===== src/sv/modbus_rtu_request_framer_defines.svh =====
// Assertion macros for the Modbus RTU request framer.
`ifndef MODBUS_RTU_REQUEST_FRAMER_DEFINES_SVH
`define MODBUS_RTU_REQUEST_FRAMER_DEFINES_SVH
`ifndef SYNTH
`define MRF_ASSERT_IMP(label, clk, rst_n, ante, cons) \
  label: assert property (@(posedge clk) disable iff (!rst_n) (ante) |-> (cons)) \
    else $error("same-cycle check failed");
`define MRF_ASSERT_NXT(label, clk, rst_n, ante, cons) \
  label: assert property (@(posedge clk) disable iff (!rst_n) (ante) |=> (cons)) \
    else $error("next-cycle check failed");
`else
`define MRF_ASSERT_IMP(label, clk, rst_n, ante, cons)
`define MRF_ASSERT_NXT(label, clk, rst_n, ante, cons)
`endif
`endif


===== src/sv/mrf_pkg.sv =====
`timescale 1ns / 1ps
package mrf_pkg;

  localparam int COIL_COUNT_DEF      = 128;
  localparam int REG_COUNT_DEF       = 256;
  localparam int MAX_FRAME_REGS_DEF  = 16;
  localparam int MAX_FRAME_COILS_DEF = 128;

  localparam logic [1:0] CMD_COIL_WR = 2'd0;
  localparam logic [1:0] CMD_REG_WR  = 2'd1;
  localparam logic [1:0] CMD_SEND    = 2'd2;

  localparam logic [7:0] FC_READ_COILS  = 8'd1;
  localparam logic [7:0] FC_READ_INPUTS = 8'd2;
  localparam logic [7:0] FC_READ_HOLD   = 8'd3;
  localparam logic [7:0] FC_WRITE_COIL  = 8'd5;
  localparam logic [7:0] FC_WRITE_REG   = 8'd6;
  localparam logic [7:0] FC_WRITE_COILS = 8'd15;
  localparam logic [7:0] FC_WRITE_REGS  = 8'd16;

  localparam logic [15:0] COIL_ON  = 16'hFF00;
  localparam logic [15:0] COIL_OFF = 16'h0000;
  localparam logic [15:0] CRC_INIT = 16'hFFFF;
  localparam logic [15:0] CRC_POLY = 16'hA001;

  typedef struct packed {
    logic [7:0]  slave_address;
    logic [7:0]  function_code;
    logic [15:0] base_addr;
    logic [15:0] count_or_value;
  } req_t;

  // CRC-16/MODBUS, one byte, reflected
  function automatic logic [15:0] crc_byte(input logic [15:0] crc, input logic [7:0] data);
    logic [15:0] c;
    c = crc ^ {8'h00, data};
    for (int i = 0; i < 8; i++) begin
      c = c[0] ? ((c >> 1) ^ CRC_POLY) : (c >> 1);
    end
    return c;
  endfunction

endpackage


===== src/sv/mrf_ram.sv =====
`timescale 1ns / 1ps
module mrf_ram #(
  parameter int WIDTH = 1,
  parameter int DEPTH = 8,
  localparam int AW = $clog2(DEPTH)
) (
  input  logic             clk,
  input  logic             wr_en,
  input  logic [AW-1:0]    wr_addr,
  input  logic [WIDTH-1:0] wr_data,
  input  logic             rd_en,
  input  logic [AW-1:0]    rd_addr,
  output logic [WIDTH-1:0] rd_data
);

  logic [WIDTH-1:0] mem [DEPTH];
  logic [WIDTH-1:0] rd_data_r;

  always_ff @(posedge clk) begin
    if (wr_en) begin
      mem[wr_addr] <= wr_data;
    end
    if (rd_en) begin
      rd_data_r <= mem[rd_addr];
    end
  end

  assign rd_data = rd_data_r;

endmodule


===== src/sv/mrf_seq.sv =====
`timescale 1ns / 1ps
module mrf_seq import mrf_pkg::*; #(
  parameter int COIL_COUNT      = COIL_COUNT_DEF,
  parameter int REG_COUNT       = REG_COUNT_DEF,
  parameter int MAX_FRAME_REGS  = MAX_FRAME_REGS_DEF,
  parameter int MAX_FRAME_COILS = MAX_FRAME_COILS_DEF,
  localparam int CAW = $clog2(COIL_COUNT),
  localparam int RAW = $clog2(REG_COUNT)
) (
  input  logic           clk,
  input  logic           rst_n,
  input  logic           start,
  input  req_t           req,
  output logic           busy,
  output logic           coil_re,
  output logic [CAW-1:0] coil_raddr,
  input  logic [0:0]     coil_rdata,
  output logic           reg_re,
  output logic [RAW-1:0] reg_raddr,
  input  logic [15:0]    reg_rdata,
  output logic           out_tvalid,
  input  logic           out_tready,
  output logic [7:0]     out_tdata,
  output logic           out_tlast
);

  localparam int MAX_ITEMS = (MAX_FRAME_COILS > MAX_FRAME_REGS) ? MAX_FRAME_COILS
                                                               : MAX_FRAME_REGS;
  localparam int ITW = $clog2(MAX_ITEMS + 1);

  localparam logic [3:0] ST_IDLE   = 4'd0;
  localparam logic [3:0] ST_PREP   = 4'd1;
  localparam logic [3:0] ST_LATCH  = 4'd2;
  localparam logic [3:0] ST_HDR    = 4'd3;
  localparam logic [3:0] ST_RFETCH = 4'd4;
  localparam logic [3:0] ST_RHI    = 4'd5;
  localparam logic [3:0] ST_RLO    = 4'd6;
  localparam logic [3:0] ST_CRD    = 4'd7;
  localparam logic [3:0] ST_CACC   = 4'd8;
  localparam logic [3:0] ST_CEMIT  = 4'd9;
  localparam logic [3:0] ST_CRCL   = 4'd10;
  localparam logic [3:0] ST_CRCH   = 4'd11;

  logic [3:0]     st_r, st_nxt;
  req_t           req_r, req_nxt;
  logic [15:0]    word_r, word_nxt;
  logic [15:0]    crc_r, crc_nxt;
  logic [2:0]     bcnt_r, bcnt_nxt;
  logic [ITW-1:0] rem_r, rem_nxt;
  logic [2:0]     bp_r, bp_nxt;
  logic [7:0]     pack_r, pack_nxt;
  logic [CAW-1:0] caddr_r, caddr_nxt;
  logic [RAW-1:0] raddr_r, raddr_nxt;
  logic           ov_r, ov_nxt;
  logic [7:0]     od_r, od_nxt;
  logic           ol_r, ol_nxt;

  logic        load, emit, elast, ok;
  logic [7:0]  ebyte, hdr_byte, cbyte;
  logic [16:0] start_x, cnt_x, end_x, cnt_p7;
  logic        multi;

  assign load    = !ov_r || out_tready;
  assign start_x = {1'b0, req.base_addr};
  assign cnt_x   = {1'b0, req.count_or_value};
  assign end_x   = start_x + cnt_x;
  assign multi   = (req_r.function_code == FC_WRITE_COILS) ||
                   (req_r.function_code == FC_WRITE_REGS);
  assign cnt_p7  = {1'b0, word_r} + 17'd7;
  assign cbyte   = (req_r.function_code == FC_WRITE_COILS) ? cnt_p7[10:3]
                                                           : {word_r[6:0], 1'b0};

  always_comb begin
    case (req.function_code)
      FC_READ_COILS, FC_READ_INPUTS, FC_READ_HOLD: ok = 1'b1;
      FC_WRITE_COIL:  ok = (cnt_x == 17'd1) && (start_x < 17'(COIL_COUNT));
      FC_WRITE_REG:   ok = (cnt_x == 17'd1) && (start_x < 17'(REG_COUNT));
      FC_WRITE_COILS: ok = (cnt_x != 17'd0) && (cnt_x <= 17'(MAX_FRAME_COILS)) &&
                           (end_x <= 17'(COIL_COUNT));
      FC_WRITE_REGS:  ok = (cnt_x != 17'd0) && (cnt_x <= 17'(MAX_FRAME_REGS)) &&
                           (end_x <= 17'(REG_COUNT));
      default:        ok = 1'b0;
    endcase
  end

  always_comb begin
    case (bcnt_r)
      3'd0:    hdr_byte = req_r.slave_address;
      3'd1:    hdr_byte = req_r.function_code;
      3'd2:    hdr_byte = req_r.base_addr[15:8];
      3'd3:    hdr_byte = req_r.base_addr[7:0];
      3'd4:    hdr_byte = word_r[15:8];
      3'd5:    hdr_byte = word_r[7:0];
      default: hdr_byte = cbyte;
    endcase
  end

  always_comb begin
    st_nxt    = st_r;
    req_nxt   = req_r;
    word_nxt  = word_r;
    crc_nxt   = crc_r;
    bcnt_nxt  = bcnt_r;
    rem_nxt   = rem_r;
    bp_nxt    = bp_r;
    pack_nxt  = pack_r;
    caddr_nxt = caddr_r;
    raddr_nxt = raddr_r;
    ov_nxt    = ov_r;
    od_nxt    = od_r;
    ol_nxt    = ol_r;
    coil_re   = 1'b0;
    reg_re    = 1'b0;
    emit      = 1'b0;
    ebyte     = 8'h00;
    elast     = 1'b0;

    case (st_r)
      ST_IDLE: begin
        if (start) begin
          req_nxt   = req;
          word_nxt  = req.count_or_value;
          crc_nxt   = CRC_INIT;
          bcnt_nxt  = 3'd0;
          rem_nxt   = req.count_or_value[ITW-1:0];
          bp_nxt    = 3'd0;
          pack_nxt  = 8'h00;
          caddr_nxt = req.base_addr[CAW-1:0];
          raddr_nxt = req.base_addr[RAW-1:0];
          if (ok) begin
            if ((req.function_code == FC_WRITE_COIL) ||
                (req.function_code == FC_WRITE_REG)) begin
              st_nxt = ST_PREP;
            end else begin
              st_nxt = ST_HDR;
            end
          end
        end
      end
      ST_PREP: begin
        coil_re = (req_r.function_code == FC_WRITE_COIL);
        reg_re  = (req_r.function_code != FC_WRITE_COIL);
        st_nxt  = ST_LATCH;
      end
      ST_LATCH: begin
        if (req_r.function_code == FC_WRITE_COIL) begin
          word_nxt = coil_rdata[0] ? COIL_ON : COIL_OFF;
        end else begin
          word_nxt = reg_rdata;
        end
        st_nxt = ST_HDR;
      end
      ST_HDR: begin
        emit  = 1'b1;
        ebyte = hdr_byte;
        if (load) begin
          bcnt_nxt = bcnt_r + 3'd1;
          if ((bcnt_r == 3'd5) && !multi) begin
            st_nxt = ST_CRCL;
          end else if (bcnt_r == 3'd6) begin
            st_nxt = (req_r.function_code == FC_WRITE_COILS) ? ST_CRD : ST_RFETCH;
          end
        end
      end
      ST_RFETCH: begin
        reg_re    = 1'b1;
        raddr_nxt = raddr_r + RAW'(1);
        st_nxt    = ST_RHI;
      end
      ST_RHI: begin
        emit  = 1'b1;
        ebyte = reg_rdata[15:8];
        if (load) begin
          st_nxt = ST_RLO;
        end
      end
      ST_RLO: begin
        emit  = 1'b1;
        ebyte = reg_rdata[7:0];
        if (load) begin
          if (rem_r == ITW'(1)) begin
            st_nxt = ST_CRCL;
          end else begin
            rem_nxt   = rem_r - ITW'(1);
            reg_re    = 1'b1;
            raddr_nxt = raddr_r + RAW'(1);
            st_nxt    = ST_RHI;
          end
        end
      end
      ST_CRD: begin
        coil_re   = 1'b1;
        caddr_nxt = caddr_r + CAW'(1);
        st_nxt    = ST_CACC;
      end
      ST_CACC: begin
        pack_nxt[bp_r] = coil_rdata[0];
        rem_nxt        = rem_r - ITW'(1);
        bp_nxt         = bp_r + 3'd1;
        if ((rem_r == ITW'(1)) || (bp_r == 3'd7)) begin
          st_nxt = ST_CEMIT;
        end else begin
          coil_re   = 1'b1;
          caddr_nxt = caddr_r + CAW'(1);
        end
      end
      ST_CEMIT: begin
        emit  = 1'b1;
        ebyte = pack_r;
        if (load) begin
          pack_nxt = 8'h00;
          st_nxt   = (rem_r == '0) ? ST_CRCL : ST_CRD;
        end
      end
      ST_CRCL: begin
        emit  = 1'b1;
        ebyte = crc_r[7:0];
        if (load) begin
          st_nxt = ST_CRCH;
        end
      end
      ST_CRCH: begin
        emit  = 1'b1;
        ebyte = crc_r[15:8];
        elast = 1'b1;
        if (load) begin
          st_nxt = ST_IDLE;
        end
      end
      default: begin
        st_nxt = ST_IDLE;
      end
    endcase

    if (emit && load) begin
      ov_nxt = 1'b1;
      od_nxt = ebyte;
      ol_nxt = elast;
      if ((st_r != ST_CRCL) && (st_r != ST_CRCH)) begin
        crc_nxt = crc_byte(crc_r, ebyte);
      end
    end else if (out_tready) begin
      ov_nxt = 1'b0;
    end
  end

  always_ff @(posedge clk) begin
    if (!rst_n) begin
      st_r <= ST_IDLE;
      ov_r <= 1'b0;
    end else begin
      st_r <= st_nxt;
      ov_r <= ov_nxt;
    end
  end

  always_ff @(posedge clk) begin
    req_r   <= req_nxt;
    word_r  <= word_nxt;
    crc_r   <= crc_nxt;
    bcnt_r  <= bcnt_nxt;
    rem_r   <= rem_nxt;
    bp_r    <= bp_nxt;
    pack_r  <= pack_nxt;
    caddr_r <= caddr_nxt;
    raddr_r <= raddr_nxt;
    od_r    <= od_nxt;
    ol_r    <= ol_nxt;
  end

  assign busy       = (st_r != ST_IDLE);
  assign coil_raddr = caddr_r;
  assign reg_raddr  = raddr_r;
  assign out_tvalid = ov_r;
  assign out_tdata  = od_r;
  assign out_tlast  = ol_r;

endmodule


===== src/sv/modbus_rtu_request_framer.sv =====
`timescale 1ns / 1ps
// Channel  Direction  Ports                           Carries
// in       input      in_tvalid/tready/tdata/tuser    table write or send request
// out      output     out_tvalid/tready/tdata/tlast   request frame bytes, wire order
//
// Send: functions 5 and 6 make one table read first; functions 15 and 16 make
// one table memory read per coil or register.
// Reset: a clearing pass over max(COIL_COUNT, REG_COUNT) addresses zeroes both tables.
// in_tready is low while clearing or framing; output back-pressure holds the sequencer,
// and a new transaction is taken once it is idle, even while the last byte waits.
`include "modbus_rtu_request_framer_defines.svh"
module modbus_rtu_request_framer import mrf_pkg::*; #(
  parameter int COIL_COUNT      = COIL_COUNT_DEF,
  parameter int REG_COUNT       = REG_COUNT_DEF,
  parameter int MAX_FRAME_REGS  = MAX_FRAME_REGS_DEF,
  parameter int MAX_FRAME_COILS = MAX_FRAME_COILS_DEF
) (
  input  logic        clk,
  input  logic        rst_n,
  input  logic        in_tvalid,
  output logic        in_tready,
  // table_index[7:0], table_data[23:8], slave_address[31:24],
  // function_code[39:32], base_addr[55:40], count_or_value[71:56]
  input  logic [71:0] in_tdata,
  // command[1:0]
  input  logic [1:0]  in_tuser,
  output logic        out_tvalid,
  input  logic        out_tready,
  // frame_byte[7:0]
  output logic [7:0]  out_tdata,
  output logic        out_tlast
);

  localparam int CAW       = $clog2(COIL_COUNT);
  localparam int RAW       = $clog2(REG_COUNT);
  localparam int CLR_DEPTH = (COIL_COUNT > REG_COUNT) ? COIL_COUNT : REG_COUNT;
  localparam int CLW       = $clog2(CLR_DEPTH);

  logic           clr_act_r, clr_act_nxt;
  logic [CLW-1:0] clr_cnt_r, clr_cnt_nxt;

  logic           in_acc, seq_busy, seq_start;
  logic [1:0]     cmd;
  logic [7:0]     tidx;
  logic [15:0]    tdat;
  logic [31:0]    tidx32, clr32;
  req_t           req;

  logic           coil_we, reg_we, coil_re, reg_re;
  logic [CAW-1:0] coil_waddr, coil_raddr;
  logic [RAW-1:0] reg_waddr, reg_raddr;
  logic [0:0]     coil_wdata, coil_rdata;
  logic [15:0]    reg_wdata, reg_rdata;

  assign cmd  = in_tuser;
  assign tidx = in_tdata[7:0];
  assign tdat = in_tdata[23:8];
  assign req  = '{slave_address:  in_tdata[31:24],
                  function_code:  in_tdata[39:32],
                  base_addr:      in_tdata[55:40],
                  count_or_value: in_tdata[71:56]};

  assign in_tready = !clr_act_r && !seq_busy;
  assign in_acc    = in_tvalid && in_tready;
  assign seq_start = in_acc && (cmd == CMD_SEND);

  assign tidx32 = 32'(tidx);
  assign clr32  = 32'(clr_cnt_r);

  always_comb begin
    clr_act_nxt = clr_act_r;
    clr_cnt_nxt = clr_cnt_r;
    if (clr_act_r) begin
      clr_cnt_nxt = clr_cnt_r + CLW'(1);
      if (clr32 == 32'(CLR_DEPTH - 1)) begin
        clr_act_nxt = 1'b0;
      end
    end
  end

  always_ff @(posedge clk) begin
    if (!rst_n) begin
      clr_act_r <= 1'b1;
      clr_cnt_r <= '0;
    end else begin
      clr_act_r <= clr_act_nxt;
      clr_cnt_r <= clr_cnt_nxt;
    end
  end

  always_comb begin
    if (clr_act_r) begin
      coil_we    = (clr32 < 32'(COIL_COUNT));
      coil_waddr = clr32[CAW-1:0];
      coil_wdata = 1'b0;
      reg_we     = (clr32 < 32'(REG_COUNT));
      reg_waddr  = clr32[RAW-1:0];
      reg_wdata  = 16'h0000;
    end else begin
      coil_we    = in_acc && (cmd == CMD_COIL_WR) && (tidx32 < 32'(COIL_COUNT));
      coil_waddr = tidx32[CAW-1:0];
      coil_wdata = tdat[0];
      reg_we     = in_acc && (cmd == CMD_REG_WR) && (tidx32 < 32'(REG_COUNT));
      reg_waddr  = tidx32[RAW-1:0];
      reg_wdata  = tdat;
    end
  end

  mrf_ram #(
    .WIDTH (1),
    .DEPTH (COIL_COUNT)
  ) u_coil_ram (
    .clk     (clk),
    .wr_en   (coil_we),
    .wr_addr (coil_waddr),
    .wr_data (coil_wdata),
    .rd_en   (coil_re),
    .rd_addr (coil_raddr),
    .rd_data (coil_rdata)
  );

  mrf_ram #(
    .WIDTH (16),
    .DEPTH (REG_COUNT)
  ) u_reg_ram (
    .clk     (clk),
    .wr_en   (reg_we),
    .wr_addr (reg_waddr),
    .wr_data (reg_wdata),
    .rd_en   (reg_re),
    .rd_addr (reg_raddr),
    .rd_data (reg_rdata)
  );

  mrf_seq #(
    .COIL_COUNT      (COIL_COUNT),
    .REG_COUNT       (REG_COUNT),
    .MAX_FRAME_REGS  (MAX_FRAME_REGS),
    .MAX_FRAME_COILS (MAX_FRAME_COILS)
  ) u_seq (
    .clk        (clk),
    .rst_n      (rst_n),
    .start      (seq_start),
    .req        (req),
    .busy       (seq_busy),
    .coil_re    (coil_re),
    .coil_raddr (coil_raddr),
    .coil_rdata (coil_rdata),
    .reg_re     (reg_re),
    .reg_raddr  (reg_raddr),
    .reg_rdata  (reg_rdata),
    .out_tvalid (out_tvalid),
    .out_tready (out_tready),
    .out_tdata  (out_tdata),
    .out_tlast  (out_tlast)
  );

  // tables are never written while a frame reads them
  `MRF_ASSERT_IMP(a_no_wr_busy, clk, rst_n, seq_busy, !coil_we && !reg_we)
  `MRF_ASSERT_IMP(a_rd_in_frame, clk, rst_n, coil_re || reg_re, seq_busy && !clr_act_r)
  `MRF_ASSERT_IMP(a_clr_quiet, clk, rst_n, clr_act_r, !out_tvalid && !seq_busy)
  `MRF_ASSERT_NXT(a_last_ends, clk, rst_n, out_tvalid && out_tready && out_tlast && !seq_busy, !out_tvalid)

endmodule

===== config.mk =====
export PLATFORM = sky130hd
export DESIGN_NAME = modbus_rtu_request_framer
export DESIGN_NICKNAME = d
export VERILOG_FILES = /design/src/sv/mrf_pkg.sv /design/src/sv/mrf_ram.sv /design/src/sv/mrf_seq.sv /design/src/sv/modbus_rtu_request_framer.sv
export VERILOG_INCLUDE_DIRS = /design/src /design/src/sv
export SDC_FILE = /design/constraint.sdc
export NUM_CORES = 2
export LEC_CHECK = 0
export BUFFER_PORTS_ARGS = -buffer_cell sky130_fd_sc_hd__buf_4
export CAP_MARGIN = 30
export CELL_PAD_IN_SITES_DETAIL_PLACEMENT = 1
export CELL_PAD_IN_SITES_GLOBAL_PLACEMENT = 1
export CORE_ASPECT_RATIO = 0.5
export CORE_MARGIN = 2
export CORE_UTILIZATION = 51
export DETAILED_ROUTE_END_ITERATION = 7
export HOLD_SLACK_MARGIN = 0.15
export PLACE_DENSITY_LB_ADDON = 0.08
export SYNTH_ARGS = -nofsm -noshare
export SYNTH_HDL_FRONTEND = slang
export SYNTH_MEMORY_MAX_BITS = 65536
export SYNTH_SLANG_ARGS = --single-unit

===== constraint.sdc =====
create_clock -name clk -period 13.7 [get_ports clk]
set_clock_uncertainty 0.2 [all_clocks]
set_input_delay 0 -clock clk [delete_from_list [all_inputs] [get_ports clk]]
set_output_delay 0 -clock clk [all_outputs]
set_load 0.02 [all_outputs]

==> metrics.txt <==
status=complete, no violations; CORE AREA=331000 um^2; maximum vdd drop=0.000109 V; Final HPWL DP=278 mm; CTS tree=done; Synth Warn #=0; required time of the worst setup path=14310 ps; CTS Buf Count=381; All-Layer GR Usage=0.285; H-tree depth=5; R2R cell count=14; # IOs=89; Yosys reg bits=4365; Top Family by Delay on Critical Path=buffers and inverters; Hold Fails Final Rpt=0; slew margin rel.=0.0349; Vias=83700; row cnt=149; beginning of the critical path=u_seq.rem_r[3]; Final ANT Viol Nets=0; max incr delay on CP=670 ps; DRT Pass-1 Iters=8; Worst setup EP type=flop; die height=413 um; DRT Wirelength=483 mm; reg2reg start=u_seq.rem_r[3]; worst path bufs/invs=4; Stages on worst setup path=14; initial cell density of the core=0.514; Synth top area share=0.764; vias per cell=6.56; Pins Over Slew Limit=0; largest cells by area after synthesis=edfxtp_1, mux4_2, nor2_1; MaxCap Viol Count=0; Cell Count, Final, Fillers Out=12700; Root Buffer=clkbuf_16; Hold Path Origin=in_tuser[1]; DRC=0; critical path peak fanout=6; Syn-to-layout area delta=13.1%; GR Overflow Total=0; clk_lat worst skew=970 ps; clock-pin slew on the worst setup and hold paths=70 ps; M3 GR Usage=0.0678; vias in the first global route=85100; Die ar.=339000 um^2; net count after synthesis=7454; Worst-Margin Slew=1450 ps; largest area contributor in the synthesized netlist=edfxtp_1; CP max stage cell=dlygate4sd3_1; most common cell in the netlist=edfxtp_1; CP cell instances=or4_1 -> nor4b_2 -> or3_1 -> o221ai_1 -> dlygate4sd3_1 -> a211oi_1 -> nand4_1 -> nor4_1 -> nand4_1 -> dlygate4sd3_1 -> a21oi_1 -> dlygate4sd3_1 -> o32ai_1 -> dlygate4sd3_1; clock sinks=4365; dpl cells=11900; setup bufs post-CTS=0; Synth cell types=82; DRT iter0 DRCs=12100; Die Width=821 um; GR Util met2=0.432; CTS Buffer Depth=4; synthesized area=170000 um^2; Leakage=60.7 nW; startpoint types=flop; highest clock rate=167 MHz; post-DR wirelength/cell=37.9 um; Crit Path Class=reg -> reg; IO buf count=88; worst hold stages=5; Most Used Layer, Global Route=met2; Power Density=131 nW/um^2; Post-synth ARST share=0; initial antenna violation count=51; Min-Delay Path Class=in -> reg; Final period util=0.437; Cells after Synth=7346; Seq/Total Area, Yosys=0.768; Synth top cells by count=edfxtp_1, mux4_2, nor2_1; RePlAce Congestion=0.833; first-pass GRT wire length=675 mm; Final setup viols=0; final net count=8094; final setup TNS=0 ps; layout cells sized above 1=0.306; largest net degree at the start of global routing=177; Avg Cell Area, Syn=23.2 um^2; Worst EP arrival=6590 ps; CP dominant cell by count=dlygate4sd3_1; Top FF cell, synth=edfxtp_1; GR Layer Usage met1=0.428; unrepaired setup endpoints after global routing=false; fin crit period=5990 ps; EDFF count, synth=4335
==> cells by family (layout without fill, tap and decap cells) <==
family	Yosys count	after routing	synth area share
adders and majority gates	30	30	0.00225
and+or+nand+nor	791	791	0.0200
muxes	1432	1432	0.187
xor gates and xnor gates	61	61	0.00339
buffers and inverters	431	1363	0.0105
DFF	4365	4365	0.768
AOI/OAI and AO/OA	236	236	0.00906
other	0	15	0
==> cell type report <==
| cell class | instances | area (um^2) |
|---|---|---|
| fillers | 27100 | 138000 |
| flip-flops and latches | 4365 | 131000 |
| multi-input cells | 2550 | 38300 |
| clock buffers | 466 | 10000 |
| repair buffers | 663 | 6190 |
| well taps | 4454 | 5570 |
| clock inverters | 209 | 1710 |
| inverters | 25 | 93.8 |
| diodes | 15 | 37.5 |
==> layer usage <==
layer  vias to the layer above  share of wire
met2                      4404           0.46
met4                        14          0.025
li1                      32600              -
met1                     46000           0.41
met5                         -        0.00019
met3                       664           0.11
==> sequential cells by signal (all words and copies together), names as in the netlist, 16 cells and up <==
register / flops
u_reg_ram.rd_data: 16
u_seq.word_r: 16
u_seq.crc_r: 16
u_coil_ram.mem: 128
u_reg_ram.mem: 4096
u_seq.req_r: 32
==> repair_timing <==
action | 4_1_cts | 5_1_grt
hold buffers | 166 | 2
resized for setup | 0 | 0
setup endpoints to repair | 0 | 0
hold endpoints to repair | 2250 | 18
==> final timing paths <==
kind	to	slack (ps)
setup / recovery	u_seq.st_r[2]	7710
hold / removal	u_coil_ram.mem[82]	190
setup reg to reg	u_seq.st_r[2]	7710
hold reg to reg	u_seq.crc_r[3]	290
==> per-stage QoR <==
step	total power, mW	area [um^2]	setup WS [ps]	util	hold slack [ps]
after floorplan	14.8	170000	951	-	-138
after global routing	25.8	193000	7420	0.582	192
after CTS	25.3	192000	7670	0.580	156
final	25.2	193000	7710	0.582	192
after global placement	14.9	178000	7480	0.538	-19.5
after detailed placement	14.9	179000	7700	0.539	-17.5
==> report_power, final <==
| group | internal (mW) | leakage, nW | total [mW] | switching (mW) |
|---|---|---|---|---|
| clock | 5.66 | 5.71 | 10.5 | 4.84 |
| sequential | 14.5 | 40.4 | 14.5 | 0.00671 |
| combinational | 0.0877 | 14.6 | 0.226 | 0.139 |
| total | 20.2 | 60.7 | 25.2 | 4.99 |
==> tightest hold or removal path, cell delays in order <==
cell,delay [ps]
buf_4,90
nor3b_1,60
a21bo_2,270
nand2_1,610
nor2_1,120
==> placed cells by master, fill, tap and decap left out, types with 15 or more instances in the layout <==
cell,n
nor2_2,30
nor2b_4,16
nand2_2,16
clkbuf_1,78
o21ai_0,50
clkinv_1,89
a21oi_1,70
dfxtp_1,29
mux4_2,1399
inv_1,24
bufinv_16,25
buf_4,441
nor2_4,31
buf_12,20
edfxtp_1,4335
ha_1,29
xor2_1,25
nor3_1,28
dlygate4sd3_1,168
nor2_1,409
buf_16,26
mux2i_1,19
nand3_1,24
nand2_1,135
diode_2,15
a22oi_1,17
clkbuf_16,388
xnor2_1,32
clkinv_2,66
(Power assumes the default switching activity.)
